`src/sv/aafd_pkg.sv`:
```
// shared types, constants and digit helpers for the ascii attitude frame decoder
// no dependencies; imported by the decoder top level and its port checker
`default_nettype none

package aafd_pkg;

    // payload bytes kept per frame (valid range 16..256)
    localparam int STORED_BYTES = 16;
    localparam int STORE_IDX_W  = (STORED_BYTES > 1) ? $clog2(STORED_BYTES) : 1;
    localparam int COUNT_W      = 9;

    localparam int BYTE_W   = 8;
    localparam int DIGIT_W  = 9;
    localparam int ANGLE_W  = 23;
    localparam int SIZE_W   = 16;
    localparam int SUM5_W   = 24;

    localparam int S_TDATA_W = 8;
    localparam int M_FIELD_W = 3 * ANGLE_W + 2 * SIZE_W + DIGIT_W;
    localparam int M_TDATA_W = ((M_FIELD_W + 7) / 8) * 8;

    localparam logic [BYTE_W-1:0] CHAR_START = 8'h40;  // '@'
    localparam logic [BYTE_W-1:0] CHAR_END   = 8'h2A;  // '*'
    localparam logic [BYTE_W-1:0] CHAR_SPACE = 8'h20;  // ' '
    localparam logic [BYTE_W-1:0] CHAR_ZERO  = 8'h30;  // '0'

    localparam logic [BYTE_W-1:0] TYPE_ATTITUDE = 8'h01;
    localparam logic [BYTE_W-1:0] TYPE_TARGET   = 8'h02;

    localparam logic KIND_ATTITUDE = 1'b0;
    localparam logic KIND_TARGET   = 1'b1;

    localparam logic signed [SUM5_W-1:0] PITCH_BIAS = 24'sd18000;
    localparam logic signed [SUM5_W-1:0] ROLL_BIAS  = 24'sd9000;
    localparam logic signed [SUM5_W-1:0] YAW_BIAS   = 24'sd18000;

    typedef enum logic [3:0] {
        PH_IDLE = 4'b0001,
        PH_LEN  = 4'b0010,
        PH_DATA = 4'b0100,
        PH_TAIL = 4'b1000
    } phase_t;

    // byte minus '0', space reads as zero, no range check
    function automatic logic signed [DIGIT_W-1:0] digit_of(input logic [BYTE_W-1:0] b);
        logic signed [DIGIT_W-1:0] d;
        d = (b == CHAR_SPACE) ? '0
                              : $signed({1'b0, b}) - $signed({1'b0, CHAR_ZERO});
        return d;
    endfunction

    function automatic logic signed [SUM5_W-1:0] sum5(
        input logic signed [DIGIT_W-1:0] d4,
        input logic signed [DIGIT_W-1:0] d3,
        input logic signed [DIGIT_W-1:0] d2,
        input logic signed [DIGIT_W-1:0] d1,
        input logic signed [DIGIT_W-1:0] d0
    );
        logic signed [SUM5_W-1:0] v;
        v = SUM5_W'(d4) * 24'sd10000 + SUM5_W'(d3) * 24'sd1000
          + SUM5_W'(d2) * 24'sd100 + SUM5_W'(d1) * 24'sd10 + SUM5_W'(d0);
        return v;
    endfunction

    function automatic logic signed [SIZE_W-1:0] sum3(
        input logic signed [DIGIT_W-1:0] d2,
        input logic signed [DIGIT_W-1:0] d1,
        input logic signed [DIGIT_W-1:0] d0
    );
        logic signed [SIZE_W-1:0] v;
        v = SIZE_W'(d2) * 16'sd100 + SIZE_W'(d1) * 16'sd10 + SIZE_W'(d0);
        return v;
    endfunction

endpackage

`default_nettype wire

```
`src/sv/ascii_attitude_frame_decoder.sv`:
```
// ascii attitude / target frame decoder: deframer, payload store and field decode
// depends on aafd_pkg for constants, the phase type and digit helpers
`default_nettype none

// usage
//   slave side (s_tvalid/s_tready/s_tdata) carries one received serial byte
//   per request. the parser deframes '@', a length byte L, L payload bytes
//   (L = 0 means 256) and a '*' trailer; any other byte in the trailer slot
//   drops the frame and the parser goes back to hunting for '@'.
//   master side (m_tvalid/m_tready/m_tdata/m_tuser) carries one decoded frame
//   per request: m_tuser = 0 for an attitude frame (pitch/roll/yaw), 1 for a
//   target frame (location/width). the held target number rides along in both.
//   frames with an unknown type byte give nothing.
// latency and throughput
//   one byte per cycle, sustained while no result sits unclaimed. a decoded frame shows on the master side
//   the cycle after its '*' is taken: the decode is one pass of constant
//   multiply-add logic from the payload registers into the output register.
// stall
//   the output register parts the two sides; bytes keep flowing while it is
//   empty or being drained, and s_tready drops only while a result sits
//   unclaimed in it.
// reset
//   aresetn low clears the parser to idle, the payload store and held number
//   to zero, and empties the output register.

module ascii_attitude_frame_decoder (
    input  wire logic                          aclk,
    input  wire logic                          aresetn,
    // slave side: [7:0] rx_byte
    input  wire logic                          s_tvalid,
    output logic                               s_tready,
    input  wire logic [aafd_pkg::S_TDATA_W-1:0] s_tdata,
    // master side: [22:0] pitch, [45:23] roll, [68:46] yaw, [84:69] location,
    //              [100:85] width, [109:101] target_number, [111:110] zero
    output logic                               m_tvalid,
    input  wire logic                          m_tready,
    output logic [aafd_pkg::M_TDATA_W-1:0]     m_tdata,
    // master side user: [0] frame_kind
    output logic                               m_tuser
);
    import aafd_pkg::*;

    // parser state
    phase_t                         phase_reg, phase_next;
    logic [BYTE_W-1:0]              expected_last_reg, expected_last_next;
    logic [COUNT_W-1:0]             byte_count_reg, byte_count_next;
    logic [BYTE_W-1:0]              payload_store_reg [STORED_BYTES];
    logic signed [DIGIT_W-1:0]      held_number_reg, held_number_next;

    // output register
    logic                           m_valid_reg, m_valid_next;
    logic                           kind_reg;
    logic signed [ANGLE_W-1:0]      pitch_reg, roll_reg, yaw_reg;
    logic signed [SIZE_W-1:0]       location_reg, width_reg;
    logic signed [DIGIT_W-1:0]      number_reg;

    logic                           accept;
    logic [BYTE_W-1:0]              rx_byte;
    logic                           store_en;
    logic                           frame_done;
    logic                           is_att, is_tgt;
    logic                           load_result;

    // decode datapath
    logic signed [DIGIT_W-1:0]      dg [STORED_BYTES];
    logic signed [SUM5_W-1:0]       pitch_raw, roll_raw, yaw_raw;
    logic signed [SUM5_W-1:0]       pitch_val, roll_val, yaw_val;
    logic signed [SIZE_W-1:0]       loc_val, wid_val;
    logic signed [DIGIT_W-1:0]      num_digit;

    assign rx_byte  = s_tdata[BYTE_W-1:0];
    // take bytes unless a finished frame is stuck in the output register
    assign s_tready = !m_valid_reg || m_tready;
    assign accept   = s_tvalid && s_tready;

    // ---------------- deframer ----------------
    assign store_en   = accept && (phase_reg == PH_DATA)
                     && (byte_count_reg < COUNT_W'(STORED_BYTES));
    assign frame_done = accept && (phase_reg == PH_TAIL) && (rx_byte == CHAR_END);

    always_comb begin
        phase_next         = phase_reg;
        expected_last_next = expected_last_reg;
        byte_count_next    = byte_count_reg;
        if (accept) begin
            case (phase_reg)
                PH_IDLE: begin
                    if (rx_byte == CHAR_START) begin
                        phase_next = PH_LEN;
                    end
                end
                PH_LEN: begin
                    // length 0 wraps to 255 here, so 256 bytes are taken
                    expected_last_next = rx_byte - 8'd1;
                    byte_count_next    = '0;
                    phase_next         = PH_DATA;
                end
                PH_DATA: begin
                    if (byte_count_reg >= {1'b0, expected_last_reg}) begin
                        phase_next = PH_TAIL;
                    end
                    byte_count_next = byte_count_reg + 9'd1;
                end
                PH_TAIL: begin
                    // good or bad trailer, the parser hunts again
                    phase_next = PH_IDLE;
                end
                default: begin
                    phase_next = PH_IDLE;
                end
            endcase
        end
    end

    always_ff @(posedge aclk) begin
        if (!aresetn) begin
            phase_reg         <= PH_IDLE;
            expected_last_reg <= '0;
            byte_count_reg    <= '0;
            held_number_reg   <= '0;
        end else begin
            phase_reg         <= phase_next;
            expected_last_reg <= expected_last_next;
            byte_count_reg    <= byte_count_next;
            held_number_reg   <= held_number_next;
        end
    end

    // payload store: one write address, every entry read at its own place
    always_ff @(posedge aclk) begin
        if (!aresetn) begin
            for (int i = 0; i < STORED_BYTES; i++) begin
                payload_store_reg[i] <= '0;
            end
        end else if (store_en) begin
            payload_store_reg[byte_count_reg[STORE_IDX_W-1:0]] <= rx_byte;
        end
    end

    // ---------------- field decode ----------------
    always_comb begin
        for (int i = 0; i < STORED_BYTES; i++) begin
            dg[i] = digit_of(payload_store_reg[i]);
        end
    end

    assign is_att = (payload_store_reg[0] == TYPE_ATTITUDE);
    assign is_tgt = (payload_store_reg[0] == TYPE_TARGET);

    assign pitch_raw = sum5(dg[1], dg[2], dg[3], dg[4], dg[5]);
    assign roll_raw  = sum5(dg[6], dg[7], dg[8], dg[9], dg[10]);
    assign yaw_raw   = sum5(dg[11], dg[12], dg[13], dg[14], dg[15]);

    // pitch is reported negated
    assign pitch_val = PITCH_BIAS - pitch_raw;
    assign roll_val  = roll_raw - ROLL_BIAS;
    assign yaw_val   = yaw_raw - YAW_BIAS;

    assign loc_val   = sum3(dg[1], dg[2], dg[3]);
    assign wid_val   = sum3(dg[4], dg[5], dg[6]);
    assign num_digit = dg[7];

    // target number only moves on a target frame with a nonzero digit
    assign held_number_next = (frame_done && is_tgt && (num_digit != '0))
                              ? num_digit : held_number_reg;

    assign load_result = frame_done && (is_att || is_tgt);

    // ---------------- output register ----------------
    always_comb begin
        m_valid_next = m_valid_reg;
        if (load_result) begin
            m_valid_next = 1'b1;
        end else if (m_tready) begin
            m_valid_next = 1'b0;
        end
    end

    always_ff @(posedge aclk) begin
        if (!aresetn) begin
            m_valid_reg <= 1'b0;
        end else begin
            m_valid_reg <= m_valid_next;
        end
    end

    always_ff @(posedge aclk) begin
        if (load_result) begin
            kind_reg     <= is_tgt ? KIND_TARGET : KIND_ATTITUDE;
            pitch_reg    <= is_att ? ANGLE_W'(pitch_val) : '0;
            roll_reg     <= is_att ? ANGLE_W'(roll_val)  : '0;
            yaw_reg      <= is_att ? ANGLE_W'(yaw_val)   : '0;
            location_reg <= is_tgt ? loc_val : '0;
            width_reg    <= is_tgt ? wid_val : '0;
            number_reg   <= held_number_next;
        end
    end

    assign m_tvalid = m_valid_reg;
    assign m_tuser  = kind_reg;
    assign m_tdata  = M_TDATA_W'({number_reg, width_reg, location_reg,
                                  yaw_reg, roll_reg, pitch_reg});

endmodule

`default_nettype wire

```
`config.mk`:
```
export PLATFORM = sky130hd
export DESIGN_NAME = ascii_attitude_frame_decoder
export DESIGN_NICKNAME = d
export VERILOG_FILES = /design/src/sv/aafd_pkg.sv /design/src/sv/ascii_attitude_frame_decoder.sv
export SDC_FILE = /design/constraint.sdc
export NUM_CORES = 2
export LEC_CHECK = 0
export ABC_AREA = 1
export ABC_CLOCK_PERIOD_IN_PS = 8700
export BUFFER_PORTS_ARGS = -buffer_cell sky130_fd_sc_hd__buf_2
export CORE_MARGIN = 2
export CORE_UTILIZATION = 40
export CTS_BUF_LIST = sky130_fd_sc_hd__clkbuf_4 sky130_fd_sc_hd__clkbuf_8 sky130_fd_sc_hd__clkbuf_16
export DETAILED_ROUTE_END_ITERATION = 6
export GPL_TIMING_DRIVEN = 0
export PLACE_DENSITY = 0.59
export SETUP_SLACK_MARGIN = 0.1
export SYNTH_ARGS = -nofsm -noshare
export SYNTH_HDL_FRONTEND = slang
export SYNTH_SLANG_ARGS = --single-unit
```
`constraint.sdc`:
```
create_clock -name aclk -period 8.7 [get_ports aclk]
set_input_delay 0.87 -clock aclk [delete_from_list [all_inputs] [get_ports aclk]]
set_output_delay 0.87 -clock aclk [all_outputs]
set_load 0.01 [all_outputs]
```
==> qor.txt <==
synth top area cells: ha_1 (23%), fa_1 (19%), edfxtp_1 (19%), inv_1 (10%), nand2_1 (5.2%)
Critical path buffers and inverters: 8
Routed wire per std cell: 15.9 microns
CTS max path bufs: 3
htree depth: 2
Yosys reg bits: 270
warnings from Yosys: 0
Max Clock Freq: 0.120 GHz
post-synthesis cell type count: 53
Vias: 28700
Top-Level Pins: 127
Fin Clk Skew: 0.0304 ns
post-DP HPWL: 77.9 mm
Starting DRT DRC Count: 1645
Setup CP Type: flip-flop to flip-flop
max cap viols: 0
max reg flops: 128
core area: 0.0935 sq mm
GR Util All Layers: 0.193
row cnt: 112
Worst path slowest cell: fa_1
first-pass GRT wire length: 149 mm
DP Cell Count: 5779
GRT overflow: 0
Req. time, crit path: 9.02 ns
Area Overhead vs Synth: 11.5%
Detail Route Antenna Nets: 0
Final setup violation count: 0
DRT Pass-1 Iters: 6
worst slew pin tran: 1.29 ns
nets: 5693
Clk pin slew, worst setup/hold paths: 0.06 ns
status: complete, no violations
CTS buffer count: 34
Worst Path Max Fanout: 6
DR vias/cell: 4.86
Die Height: 311 microns
crit path launch type: flip-flop
top-count cell post-synth: inv_1
vias in the first global route: 28100
die area: 0.0969 sq mm
Netlist Area Pre-Place: 0.0378 sq mm
final non-filler cell total: 5906
Rel. slew slack: 0.140
Die Wd: 311 microns
Post-synth EDFFs: 239
CP arrival: 8.67 ns
Initial Util: 0.404
Synth top cells by count: inv_1 (1039), ha_1 (687), nand2_1 (522)
area fraction of the dominant cell type after synthesis: 0.227
Hold Vio Cnt, Final: 0
Synth area leader: ha_1
Max Slew Vio Count: 0
clock sink count: 270
DRC: 0
worst skew pair latency: 0.58 ns
FILL cells: 9154
CTS tree: yes
IO Port Bufs: 123
layout cells sized above 1: 0.0860
Total Wirelength: 93.6 mm
RSZ-0062 raised after global routing: true
CTS Hold Buffers Added: 0
largest net degree at the start of global routing: 17
root buf cell: clkbuf_16
FFs w/ async S/R, synth: 0
Period minus WS final: 8.35 ns
Seq/Total Area, Yosys: 0.206
Routability Congestion: 0.906
peak per-stage delay on the critical path: 0.54 ns
Critical Path Sink Type: flip-flop
CP top delay family: adder cells
initial antenna violation count: 8
Tightest Hold Check Type: flip-flop to flip-flop
ys flop type: edfxtp_1
Syn Inst Count: 4390
Mean Syn Cell Area: 8.61 sq um
fin crit share: 0.960
==> what timing repair did <==
item / 4_1_cts / 5_1_grt
buffers inserted: 2 / 63
pin swaps: 0 / 15
resized for setup: 17 / 97
setup endpoints to repair: 16 / 22
==> worst paths after layout <==
check | from | endpoint | slack, ns | cells past startpoint
hold / removal | held_number_reg[1] | held_number_reg[1] | 0.47 | 2
hold reg to reg | held_number_reg[1] | held_number_reg[1] | 0.47 | 2
setup reg to reg | payload_store_reg[7][2] | roll_reg[18] | 0.35 | 37
setup / recovery | payload_store_reg[7][2] | roll_reg[18] | 0.35 | 37
==> worst register-to-register path: cells and delay by family, from the launching register on <==
family	cells	cell delay [ns]
buffers and inverters	8	0.80
xor gates and xnor gates	1	0.15
DFF	1	0.40
adders and majority gates	10	4.25
AOI/OAI and AO/OA	5	0.91
and+or+nand+nor	13	1.61
==> placed cells by master, fill, tap and decap left out, types with 17 or more instances in the layout <==
cell type,n
xor2_1,100
nand4_1,39
clkbuf_1,39
buf_2,127
a31oi_1,17
edfxtp_1,239
buf_4,67
a21oi_1,302
o21a_1,24
xnor2_1,79
dfxtp_1,31
a21o_1,20
inv_1,1026
or2_2,18
o21ai_0,128
nand2_1,520
ha_1,680
fa_1,368
nor2_1,409
nand2_2,18
nand3_1,116
clkbuf_16,34
nor3_1,26
o21bai_1,24
==> routing by layer <==
layer | track usage | share of wire | vias up
met5 | 0 | 0.00062 | -
met4 | 0.0478 | 0.022 | 10
met3 | 0.0293 | 0.062 | 116
met2 | 0.311 | 0.45 | 584
met1 | 0.271 | 0.47 | 13600
li1 | - | - | 14400
==> kinds of logic (layout without fill, tap and decap cells) <==
kind of cell,after synthesis,in the layout,synth area share
multiplexers,1,1,0.000298
XOR/XNOR,184,184,0.0427
adder cells (fa/ha/maj),1055,1055,0.422
buffers and inverters,1095,1352,0.110
AND/OR/NAND/NOR,1213,1213,0.135
other,1,6,0.0000992
flip-flops,270,270,0.206
AO/OA/AOI/OAI,571,571,0.0834
==> stage by stage <==
stage / util / hold WS, ns / area [sq um] / worst slack [ns] / setup TNS (ns)
after detailed placement: 0.429 / 0.464 / 40100 / -0.584 / -3.77
after floorplan: - / 0.447 / 37800 / 0.576 / 0
after CTS: 0.442 / 0.459 / 41300 / 0.0765 / 0
after global routing: 0.451 / 0.495 / 42100 / -0.0415 / -0.0704
final: 0.451 / 0.472 / 42100 / 0.350 / 0
after global placement: 0.428 / 0.461 / 40000 / -0.578 / -54.03
==> layout make-up <==
class / instances / area (sq um) / share of cell area
Clock inverter: 21 / 205 / 0.00487
Multi-Input combinational cell: 3027 / 26300 / 0.623
Sequential cell: 270 / 7800 / 0.185
Timing Repair Buffer: 198 / 1230 / 0.0292
Inverter: 1048 / 3960 / 0.0939
Buffer: 47 / 218 / 0.00517
Antenna cell: 3 / 7.51 / 0.000178
Clock buffer: 38 / 881 / 0.0209
Tap cell: 1254 / 1570 / 0.0372
Power is not shown: default switching activity piles up to over one toggle a cycle in this logic, so the estimate is an artifact.
